File: src/sv/sst_pkg.sv
// Shared types and constants for the station statistics table.
// Used by the sequencer, the table memory, the divider, the top level and the checker.
`timescale 1ns / 1ps

package sst_pkg;

   localparam int ADDR_W   = 48;
   localparam int LOSS_W   = 16;
   localparam int RATE_W   = 32;
   localparam int BYTES_W  = 32;
   localparam int IVAL_W   = 16;
   localparam int SCALE_W  = 10;
   localparam int PROD_W   = BYTES_W + SCALE_W;

   localparam logic [LOSS_W-1:0]  MISS_LOSS      = 16'hFF00;
   localparam logic [RATE_W-1:0]  ALL_ONES_RATE  = 32'hFFFF_FFFF;
   localparam logic [SCALE_W-1:0] RATE_SCALE     = 10'd1000;
   localparam logic [IVAL_W-1:0]  INTERVAL_RESET = 16'd1000;

   typedef enum logic [2:0] {
      KIND_APPEND,
      KIND_SET_LOSS,
      KIND_SET_RATE,
      KIND_ADD_BYTES,
      KIND_QUERY,
      KIND_RESET_COUNTS,
      KIND_RECOMPUTE,
      KIND_CLEAR
   } kind_type;

   typedef enum logic [3:0] {
      ST_IDLE,
      ST_SRCH_RD,
      ST_SRCH_CMP,
      ST_APPLY,
      ST_ZERO,
      ST_RC_RD,
      ST_RC_MUL,
      ST_RC_DIV,
      ST_RC_SRCH_RD,
      ST_RC_SRCH_CMP,
      ST_DONE
   } state_type;

   typedef struct packed {
      logic [ADDR_W-1:0]  addr;
      logic [LOSS_W-1:0]  loss;
      logic [RATE_W-1:0]  rate;
      logic [BYTES_W-1:0] bytes;
   } entry_type;

   typedef struct packed {
      logic addr;
      logic loss;
      logic rate;
      logic bytes;
   } wr_en_type;

   typedef struct packed {
      logic               found;
      logic [LOSS_W-1:0]  loss;
      logic [RATE_W-1:0]  rate;
      logic               status;
   } result_type;

endpackage

File: src/sv/sst_mem.sv
// Station table storage: one array per entry field, one registered read port
// and one write port with per-field enables. Depends on sst_pkg.
`timescale 1ns / 1ps

module sst_mem #(
   parameter int DEPTH = 16,
   parameter int IW    = 4
) (
   input  logic                clock,
   input  logic                rd_en,
   input  logic [IW-1:0]       rd_idx,
   output sst_pkg::entry_type  rd_data,
   input  sst_pkg::wr_en_type  wr_en,
   input  logic [IW-1:0]       wr_idx,
   input  sst_pkg::entry_type  wr_data
);
   import sst_pkg::*;

   logic [ADDR_W-1:0]  addr_mem  [DEPTH];
   logic [LOSS_W-1:0]  loss_mem  [DEPTH];
   logic [RATE_W-1:0]  rate_mem  [DEPTH];
   logic [BYTES_W-1:0] bytes_mem [DEPTH];

   entry_type rd_data_ff;

   always_ff @(posedge clock) begin
      if (wr_en.addr) begin
         addr_mem[wr_idx] <= wr_data.addr;
      end
      if (wr_en.loss) begin
         loss_mem[wr_idx] <= wr_data.loss;
      end
      if (wr_en.rate) begin
         rate_mem[wr_idx] <= wr_data.rate;
      end
      if (wr_en.bytes) begin
         bytes_mem[wr_idx] <= wr_data.bytes;
      end
   end

   // The read data holds between reads; the sequencer relies on that.
   always_ff @(posedge clock) begin
      if (rd_en) begin
         rd_data_ff.addr  <= addr_mem[rd_idx];
         rd_data_ff.loss  <= loss_mem[rd_idx];
         rd_data_ff.rate  <= rate_mem[rd_idx];
         rd_data_ff.bytes <= bytes_mem[rd_idx];
      end
   end

   assign rd_data = rd_data_ff;

endmodule

File: src/sv/sst_div.sv
// Restoring divider, one quotient bit per cycle, for the scaled byte count
// over the measurement interval. Depends on sst_pkg.
`timescale 1ns / 1ps

module sst_div (
   input  logic                        clock,
   input  logic                        reset,
   input  logic                        start,
   input  logic [sst_pkg::PROD_W-1:0]  dividend,
   input  logic [sst_pkg::IVAL_W-1:0]  divisor,
   output logic                        done,
   output logic [sst_pkg::PROD_W-1:0]  quotient
);
   import sst_pkg::*;

   localparam int CNT_W = $clog2(PROD_W);

   logic              active_ff, active_in;
   logic              done_ff, done_in;
   logic [CNT_W-1:0]  cnt_ff, cnt_in;
   logic [PROD_W-1:0] quo_ff, quo_in;
   logic [IVAL_W-1:0] rem_ff, rem_in;
   logic [IVAL_W-1:0] div_ff, div_in;
   logic [IVAL_W:0]   rem_sh;
   logic [IVAL_W:0]   diff;

   always_comb begin
      rem_sh    = {rem_ff, quo_ff[PROD_W-1]};
      diff      = rem_sh - {1'b0, div_ff};
      active_in = active_ff;
      done_in   = 1'b0;
      cnt_in    = cnt_ff;
      quo_in    = quo_ff;
      rem_in    = rem_ff;
      div_in    = div_ff;
      if (start) begin
         active_in = 1'b1;
         cnt_in    = CNT_W'(PROD_W - 1);
         quo_in    = dividend;
         rem_in    = '0;
         div_in    = divisor;
      end else if (active_ff) begin
         // The remainder stays below the divisor, so it fits in IVAL_W bits.
         if (rem_sh >= {1'b0, div_ff}) begin
            rem_in = diff[IVAL_W-1:0];
            quo_in = {quo_ff[PROD_W-2:0], 1'b1};
         end else begin
            rem_in = rem_sh[IVAL_W-1:0];
            quo_in = {quo_ff[PROD_W-2:0], 1'b0};
         end
         cnt_in = cnt_ff - CNT_W'(1);
         if (cnt_ff == '0) begin
            active_in = 1'b0;
            done_in   = 1'b1;
         end
      end
   end

   always_ff @(posedge clock) begin
      if (reset) begin
         active_ff <= 1'b0;
         done_ff   <= 1'b0;
      end else begin
         active_ff <= active_in;
         done_ff   <= done_in;
      end
      cnt_ff <= cnt_in;
      quo_ff <= quo_in;
      rem_ff <= rem_in;
      div_ff <= div_in;
   end

   assign done     = done_ff;
   assign quotient = quo_ff;

endmodule

File: src/sv/sst_seq.sv
// Sequencer of the station table: address search, queries, updates, inserts, clear, count
// reset and rate recompute, one entry at a time. Depends on sst_pkg.
`timescale 1ns / 1ps

module sst_seq #(
   parameter int ENTRIES = 16,
   parameter int IW      = 4,
   parameter int CW      = 5
) (
   input  logic                         clock,
   input  logic                         reset,
   input  logic                         start,
   output logic                         busy,
   input  logic [2:0]                   kind,
   input  logic [sst_pkg::ADDR_W-1:0]   station_addr,
   input  logic [sst_pkg::LOSS_W-1:0]   loss_value,
   input  logic [sst_pkg::RATE_W-1:0]   rate_value,
   input  logic [sst_pkg::BYTES_W-1:0]  byte_amount,
   input  logic [sst_pkg::IVAL_W-1:0]   interval,
   output logic                         rsp_valid,
   output sst_pkg::result_type          rsp,
   output logic                         rd_en,
   output logic [IW-1:0]                rd_idx,
   input  sst_pkg::entry_type           rd_data,
   output sst_pkg::wr_en_type           wr_en,
   output logic [IW-1:0]                wr_idx,
   output sst_pkg::entry_type           wr_data,
   output logic                         div_start,
   output logic [sst_pkg::PROD_W-1:0]   div_dividend,
   input  logic                         div_done,
   input  logic [sst_pkg::PROD_W-1:0]   div_quot
);
   import sst_pkg::*;

   localparam logic [CW-1:0] FULL = CW'(ENTRIES);

   state_type          state_ff, state_in;
   kind_type           kind_ff, kind_in;
   logic [ADDR_W-1:0]  key_ff, key_in;
   logic [LOSS_W-1:0]  loss_ff, loss_in;
   logic [RATE_W-1:0]  rate_ff, rate_in;
   logic [BYTES_W-1:0] bytes_ff, bytes_in;
   logic [CW-1:0]      fill_ff, fill_in;
   logic [CW-1:0]      scan_ff, scan_in;
   logic [CW-1:0]      walk_ff, walk_in;
   logic               hit_ff, hit_in;
   logic [ADDR_W-1:0]  cur_addr_ff, cur_addr_in;
   logic [RATE_W-1:0]  new_rate_ff, new_rate_in;
   result_type         res_ff, res_in;

   logic scan_valid;
   logic walk_valid;
   logic key_match;
   logic cur_match;

   assign scan_valid = scan_ff < fill_ff;
   assign walk_valid = walk_ff < fill_ff;
   assign key_match  = rd_data.addr == key_ff;
   assign cur_match  = rd_data.addr == cur_addr_ff;

   // Next state
   always_comb begin
      state_in = state_ff;
      case (state_ff)
         ST_IDLE: begin
            if (start) begin
               case (kind_type'(kind))
                  KIND_APPEND, KIND_SET_LOSS, KIND_SET_RATE, KIND_ADD_BYTES,
                  KIND_QUERY:        state_in = ST_SRCH_RD;
                  KIND_RESET_COUNTS: state_in = ST_ZERO;
                  KIND_RECOMPUTE:    state_in = ST_RC_RD;
                  default:           state_in = ST_DONE;
               endcase
            end
         end
         ST_SRCH_RD:     state_in = scan_valid ? ST_SRCH_CMP : ST_APPLY;
         ST_SRCH_CMP:    state_in = key_match ? ST_APPLY : ST_SRCH_RD;
         ST_APPLY:       state_in = ST_DONE;
         ST_ZERO:        state_in = walk_valid ? ST_ZERO : ST_DONE;
         ST_RC_RD:       state_in = walk_valid ? ST_RC_MUL : ST_DONE;
         ST_RC_MUL:      state_in = (interval != '0) ? ST_RC_DIV : ST_RC_SRCH_RD;
         ST_RC_DIV:      state_in = div_done ? ST_RC_SRCH_RD : ST_RC_DIV;
         ST_RC_SRCH_RD:  state_in = ST_RC_SRCH_CMP;
         ST_RC_SRCH_CMP: state_in = cur_match ? ST_RC_RD : ST_RC_SRCH_RD;
         ST_DONE:        state_in = ST_IDLE;
         default:        state_in = ST_IDLE;
      endcase
   end

   // Outputs and datapath
   always_comb begin
      logic ins;
      ins          = 1'b0;
      busy         = state_ff != ST_IDLE;
      rsp_valid    = state_ff == ST_DONE;
      rd_en        = 1'b0;
      rd_idx       = scan_ff[IW-1:0];
      wr_en        = '0;
      wr_idx       = scan_ff[IW-1:0];
      wr_data      = '0;
      div_start    = 1'b0;
      div_dividend = PROD_W'(rd_data.bytes) * PROD_W'(RATE_SCALE);
      kind_in      = kind_ff;
      key_in       = key_ff;
      loss_in      = loss_ff;
      rate_in      = rate_ff;
      bytes_in     = bytes_ff;
      fill_in      = fill_ff;
      scan_in      = scan_ff;
      walk_in      = walk_ff;
      hit_in       = hit_ff;
      cur_addr_in  = cur_addr_ff;
      new_rate_in  = new_rate_ff;
      res_in       = res_ff;
      case (state_ff)
         ST_IDLE: begin
            if (start) begin
               kind_in  = kind_type'(kind);
               key_in   = station_addr;
               loss_in  = loss_value;
               rate_in  = rate_value;
               bytes_in = byte_amount;
               scan_in  = '0;
               walk_in  = '0;
               hit_in   = 1'b0;
               res_in   = '0;
               if (kind_type'(kind) == KIND_CLEAR) begin
                  fill_in = '0;
               end
            end
         end
         ST_SRCH_RD: begin
            if (scan_valid) begin
               rd_en = 1'b1;
            end
         end
         ST_SRCH_CMP: begin
            if (key_match) begin
               hit_in = 1'b1;
            end else begin
               scan_in = scan_ff + CW'(1);
            end
         end
         ST_APPLY: begin
            res_in.found = hit_ff;
            wr_data.addr = key_ff;
            case (kind_ff)
               KIND_APPEND: begin
                  ins           = 1'b1;
                  wr_data.loss  = loss_ff;
                  wr_data.rate  = rate_ff;
                  wr_data.bytes = bytes_ff;
               end
               KIND_SET_LOSS: begin
                  wr_data.loss = loss_ff;
                  ins          = !hit_ff;
                  wr_en.loss   = hit_ff;
               end
               KIND_SET_RATE: begin
                  wr_data.rate = rate_ff;
                  ins          = !hit_ff;
                  wr_en.rate   = hit_ff;
               end
               KIND_ADD_BYTES: begin
                  // On a hit the read data still holds the matched entry.
                  wr_data.bytes = hit_ff ? (rd_data.bytes + bytes_ff) : bytes_ff;
                  ins           = !hit_ff;
                  wr_en.bytes   = hit_ff;
               end
               KIND_QUERY: begin
                  res_in.loss = hit_ff ? rd_data.loss : MISS_LOSS;
                  res_in.rate = hit_ff ? rd_data.rate : ALL_ONES_RATE;
               end
               default: begin
                  ins = 1'b0;
               end
            endcase
            if (ins) begin
               if (fill_ff == FULL) begin
                  res_in.status = 1'b1;
               end else begin
                  wr_en   = '1;
                  wr_idx  = fill_ff[IW-1:0];
                  fill_in = fill_ff + CW'(1);
               end
            end
         end
         ST_ZERO: begin
            if (walk_valid) begin
               wr_en.bytes = 1'b1;
               wr_idx      = walk_ff[IW-1:0];
               walk_in     = walk_ff + CW'(1);
            end
         end
         ST_RC_RD: begin
            if (walk_valid) begin
               rd_en  = 1'b1;
               rd_idx = walk_ff[IW-1:0];
            end
         end
         ST_RC_MUL: begin
            cur_addr_in = rd_data.addr;
            scan_in     = '0;
            if (interval != '0) begin
               div_start = 1'b1;
            end else begin
               new_rate_in = ALL_ONES_RATE;
            end
         end
         ST_RC_DIV: begin
            if (div_done) begin
               new_rate_in = (div_quot[PROD_W-1:RATE_W] != '0) ? ALL_ONES_RATE
                                                               : div_quot[RATE_W-1:0];
            end
         end
         ST_RC_SRCH_RD: begin
            rd_en = 1'b1;
         end
         ST_RC_SRCH_CMP: begin
            // The visited entry itself matches, so this search always ends.
            if (cur_match) begin
               wr_en.rate   = 1'b1;
               wr_data.rate = new_rate_ff;
               walk_in      = walk_ff + CW'(1);
            end else begin
               scan_in = scan_ff + CW'(1);
            end
         end
         ST_DONE: begin
            ins = 1'b0;
         end
         default: begin
            ins = 1'b0;
         end
      endcase
   end

   always_ff @(posedge clock) begin
      if (reset) begin
         state_ff <= ST_IDLE;
         fill_ff  <= '0;
      end else begin
         state_ff <= state_in;
         fill_ff  <= fill_in;
      end
      kind_ff     <= kind_in;
      key_ff      <= key_in;
      loss_ff     <= loss_in;
      rate_ff     <= rate_in;
      bytes_ff    <= bytes_in;
      scan_ff     <= scan_in;
      walk_ff     <= walk_in;
      hit_ff      <= hit_in;
      cur_addr_ff <= cur_addr_in;
      new_rate_ff <= new_rate_in;
      res_ff      <= res_in;
   end

   assign rsp = res_ff;

endmodule

File: src/sv/station_stats_table_top.sv
// Station statistics table, one item at a time, with a one-cycle result strobe. Query and
// updates compare the valid entries up to the first match, or all of them on a miss; clear
// empties the table; reset counts zeroes the byte count of every valid entry. Recompute, per
// entry: read, multiply, the one-bit-per-cycle divider (skipped when the interval is 0), then
// a search for the entry's first copy, whose rate is written. busy falls the cycle after the
// strobe; the receiver cannot stall. Synchronous reset empties the table.
`timescale 1ns / 1ps

module station_stats_table_top #(
   parameter int ENTRIES = 16
) (
   input  logic                         clock,
   input  logic                         reset,
   input  logic                         start,
   output logic                         busy,
   input  logic [2:0]                   req_kind,
   input  logic [sst_pkg::ADDR_W-1:0]   req_station_addr,
   input  logic signed [15:0]           req_loss_value,
   input  logic [sst_pkg::RATE_W-1:0]   req_rate_value,
   input  logic [sst_pkg::BYTES_W-1:0]  req_byte_amount,
   output logic                         rsp_valid,
   output logic                         rsp_found,
   output logic signed [15:0]           rsp_loss_out,
   output logic [sst_pkg::RATE_W-1:0]   rsp_rate_out,
   output logic                         rsp_status,
   input  logic                         csr_valid,
   output logic                         csr_ready,
   input  logic [sst_pkg::IVAL_W-1:0]   csr_data
);
   import sst_pkg::*;

   localparam int IW = (ENTRIES > 1) ? $clog2(ENTRIES) : 1;
   localparam int CW = $clog2(ENTRIES + 1);

   logic [IVAL_W-1:0] interval_ff, interval_in;

   logic              rd_en;
   logic [IW-1:0]     rd_idx;
   entry_type         rd_data;
   wr_en_type         wr_en;
   logic [IW-1:0]     wr_idx;
   entry_type         wr_data;
   logic              div_start;
   logic [PROD_W-1:0] div_dividend;
   logic              div_done;
   logic [PROD_W-1:0] div_quot;
   result_type        rsp;

   assign csr_ready   = 1'b1;
   assign interval_in = (csr_valid && csr_ready) ? csr_data : interval_ff;

   always_ff @(posedge clock) begin
      if (reset) begin
         interval_ff <= INTERVAL_RESET;
      end else begin
         interval_ff <= interval_in;
      end
   end

   sst_seq #(
      .ENTRIES (ENTRIES),
      .IW      (IW),
      .CW      (CW)
   ) u_seq (
      .clock        (clock),
      .reset        (reset),
      .start        (start),
      .busy         (busy),
      .kind         (req_kind),
      .station_addr (req_station_addr),
      .loss_value   (req_loss_value),
      .rate_value   (req_rate_value),
      .byte_amount  (req_byte_amount),
      .interval     (interval_ff),
      .rsp_valid    (rsp_valid),
      .rsp          (rsp),
      .rd_en        (rd_en),
      .rd_idx       (rd_idx),
      .rd_data      (rd_data),
      .wr_en        (wr_en),
      .wr_idx       (wr_idx),
      .wr_data      (wr_data),
      .div_start    (div_start),
      .div_dividend (div_dividend),
      .div_done     (div_done),
      .div_quot     (div_quot)
   );

   sst_mem #(
      .DEPTH (ENTRIES),
      .IW    (IW)
   ) u_mem (
      .clock   (clock),
      .rd_en   (rd_en),
      .rd_idx  (rd_idx),
      .rd_data (rd_data),
      .wr_en   (wr_en),
      .wr_idx  (wr_idx),
      .wr_data (wr_data)
   );

   sst_div u_div (
      .clock    (clock),
      .reset    (reset),
      .start    (div_start),
      .dividend (div_dividend),
      .divisor  (interval_ff),
      .done     (div_done),
      .quotient (div_quot)
   );

   assign rsp_found    = rsp.found;
   assign rsp_loss_out = rsp.loss;
   assign rsp_rate_out = rsp.rate;
   assign rsp_status   = rsp.status;

endmodule

File: config.mk
export PLATFORM = sky130hd
export DESIGN_NAME = station_stats_table_top
export DESIGN_NICKNAME = d
export VERILOG_FILES = /design/src/sv/sst_pkg.sv /design/src/sv/sst_mem.sv /design/src/sv/sst_div.sv /design/src/sv/sst_seq.sv /design/src/sv/station_stats_table_top.sv
export SDC_FILE = /design/constraint.sdc
export NUM_CORES = 2
export LEC_CHECK = 0
export CORE_MARGIN = 8
export CORE_UTILIZATION = 65
export DETAILED_ROUTE_END_ITERATION = 10
export DONT_BUFFER_PORTS = 1
export PLACE_DENSITY = 0.81
export SLEW_MARGIN = 30
export SYNTH_ARGS = -nofsm -noshare
export SYNTH_HDL_FRONTEND = slang
export SYNTH_SLANG_ARGS = --single-unit
File: constraint.sdc
create_clock -name clock -period 32.6 [get_ports clock]
set_input_delay 4.89 -clock clock [delete_from_list [all_inputs] [get_ports clock]]
set_output_delay 4.89 -clock clock [all_outputs]
set_load 0.05 [all_outputs]
==> results.yml <==
outcome:
  status: "complete, no violations"
finish:
  syn_to_final_growth_pct: 9.26
  final_common_cell: "edfxtp_1"
  mostFrequentLayoutCells: "edfxtp_1 (2503), nand2_1 (1561), nand3_1 (556)"
  final_cells: 10300
  drive_gt1_frac: 0.0782
  fin_nets: 8295
route:
  wl_per_cell_um: 26.6
  wl_um: 274000
  antenna_left: 0
  vias: 69200
  drtIter0Drc: 10700
  drt-pass1-iter-count: 8
  via_per_inst: 6.73
  drc_errors: 0
flow_run:
  max_cap_violations: 0
cts:
  cts_buffers: 232
  clockBufferDepth: 3
  path_clk_slew_ps: 60
  clock_sinks: 2555
  worst_skew_pair.late_latency_ps: 890
  cts_resized: 0
  htreeDepth: 4
  cts_hold_buf: 0
  clockRootBuffer: "clkbuf_16"
  cts_setup_buffers: 0
  cts_tree: "done"
global_route:
  grt_pass1_vias: 67600
  track_usage: 0.296
  grt_pass1_wl_um: 408000
  antenna_found_initial: 21
  globalRouteOverflowTotal: 0
  grt_max_degree: 223
sta:
  finalClockSkew_ps: 79.8
  setup_viol: 0
  final.period_utilization: 0.226
  finalCriticalPeriod_ps: 7380
  tns_ps: 0
  timing.final.hold_violations: 0
  maxSlewViolCount: 0
  max_clock_freq_ghz: 0.136
  rsz0062_at_grt: "false"
  whs_ps: 461
  relSlewSlack: 0.278
  worst-slew-pin-transition_ps: 1080
yosys:
  ys_top_cells_by_area: "edfxtp_1 (69%), nand2_1 (5.4%), a311oi_1 (3.0%)"
  ys_async_sr_fraction: 0
  synth_area_per_cell_um2: 13.5
  synth_top_cell_by_area: "edfxtp_1"
  synth.top_cell.area_share: 0.692
  ys_ff_latch: 2555
  syn_area_mm2: 0.109
  synth-edff-count: 2503
  synth_warnings: 0
  seq_area_frac_synth: 0.701
  synthDistinctLibCells: 82
  synthCells: 8036
  syn_nets: 8453
  synthFlopType: "edfxtp_1"
place:
  portBuffers: 0
  dp_hpwl_um: 145000
  gp_congestion: 0.879
  dpl.cell_count: 9842
power_and_ir_drop:
  seq_power_share: 0.342
  p_per_area_mw_per_mm2: 98.6
  internal_power_mw: 7.21
  switchingPower_mw: 4.50
  worst_ir_drop_vdd_uv: 348
  p_sw_frac: 0.384
  clockPowerShare: 0.235
  power_mw: 11.7
  leakage_nw: 38.9
  comb_power_share: 0.424
die:
  pin_count: 204
  die_height_um: 425
  initial_utilization: 0.652
  die_area_mm2: 0.180
  die_x_um: 425
  rows: 150
  core_mm2: 0.167
setup_path:
  setup.worst_path.start_class: "flip-flop"
  end_kind: "output pin"
  critical_path_class: "reg2out"
  worst-r2r-cell-count: 11
  r2r_slack_ps: 26630
  path_max_fanout: 12
  cp.required_ps: 27710
  r2r_start: "u_seq.walk_ff[1]$_SDFFCE_PN0P_"
  r2r-end: "u_mem.rd_data[11]$_DFFE_PP_"
  critPathArrivalTime_ps: 2490
min_path:
  worstHoldStart: "interval_ff[5]$_SDFFE_PP1P_"
  hp-class: "reg2reg"
  holdPathEnd: "u_div.div_ff[5]$_DFFE_PP_"
  holdPathStages: 0
==> sequential cells by signal, indices dropped and copies added (netlist names), 6 cells and up <==
signal,count
u_seq.bytes_ff,32
u_seq.rate_ff,32
u_seq.rsp,50
u_div.rem_ff,16
u_seq.cur_addr_ff,48
u_mem.rate_mem,512
u_seq.key_ff,48
u_seq.loss_ff,16
u_mem.rd_data,128
interval_ff,16
u_mem.bytes_mem,512
u_div.div_ff,16
u_seq.new_rate_ff,32
u_mem.addr_mem,768
u_mem.loss_mem,256
u_div.quotient,42
u_div.cnt_ff,6
==> synth_stat cells, drive strengths merged, types with 5 or more instances <==
master   number
a31oi       129
inv         267
ha          146
o211ai        9
o21a         10
a21o         39
and2         60
dfxtp        52
a21oi       261
a41oi         5
nor4         20
nor2        196
o21ai        97
or2          37
nor3         26
nand2b       17
mux4         12
fa          120
and3        283
or3           8
xor2         45
edfxtp     2503
o31ai         8
a22o         34
buf         246
nor2b        17
a31o          5
a211oi      256
xnor2       125
a311oi      378
nand2      1565
mux2i        98
nand4        35
nand3       558
nor3b         6
a2111oi       8
o21bai        6
a22oi         7
a211o        10
clkbuf      282
==> logic make-up after synthesis <==
family | after synthesis | share of synthesized area
fa+ha+maj | 266 | 0.0389
simple gates | 2839 | 0.117
buf+inv | 795 | 0.0316
flops | 2555 | 0.701
xor+xnor | 170 | 0.0137
compound gates | 1298 | 0.0859
other cells | 1 | 0.0000345
mux | 112 | 0.0117
==> layout make-up <==
type,instances,area [µm²]
timing repair buffer,136,1320
multi-input combinational,4686,29700
fill,9969,48000
sequential,2555,76200
clock buffer,277,5980
clock inverter,145,1730
antenna,14,35.0
inverter,267,1010
tap,2204,2760
==> power groups by stage <==
| stage | logic (mW) | clock network, mW | registers (mW) |
|---|---|---|---|
| after floorplan | 3.80 | 0 | 4.00 |
| after global placement | 4.71 | 0 | 4.06 |
| after detailed placement | 4.86 | 0 | 4.06 |
| after CTS | 4.91 | 2.76 | 4.00 |
| final | 4.96 | 2.75 | 4.00 |
| after global routing | 5.49 | 2.88 | 4.00 |
==> critical path: stages, from the launching register on <==
cell	delay, ps
dfxtp_1	440
or2_2	410
nor3_1	380
inv_1	400
==> layer usage <==
metal / track usage / share of wire / up-vias
li1: - / - / 29800
met1: 0.396 / 0.36 / 33900
met2: 0.475 / 0.48 / 4812
met3: 0.0536 / 0.12 / 737
met4: 0.144 / 0.052 / 8
met5: 0 / 0.00021 / -
==> worst max path at each step <==
stage	start	slack, ps	cells past startpoint	endpoint
floorplan	u_seq.scan_ff[1]$_SDFFCE_PP0P_	21410	9	u_mem.rd_data[0]$_DFFE_PP_
global placement	start	25600	3	u_seq.loss_ff[14]$_DFFE_PP_
detailed placement	start	25540	3	u_seq.loss_ff[14]$_DFFE_PP_
CTS	u_seq.state_ff[1]$_SDFFE_PP0N_	25200	3	busy
global route	u_seq.state_ff[2]$_SDFFE_PP0N_	25090	3	busy
finish	u_seq.state_ff[1]$_SDFFE_PP0N_	25220	3	busy
==> metrics by stage <==
stage               setup slack [ps]  instance area (µm²)  utilization
floorplan                      21410               109000            -
global placement               25600               111000        0.664
detailed placement             25540               111000        0.665
CTS                            25200               118000        0.711
global route                   25090               119000        0.712
finish                         25220               119000        0.712
Note: power is estimated with default switching activity, not from simulation.
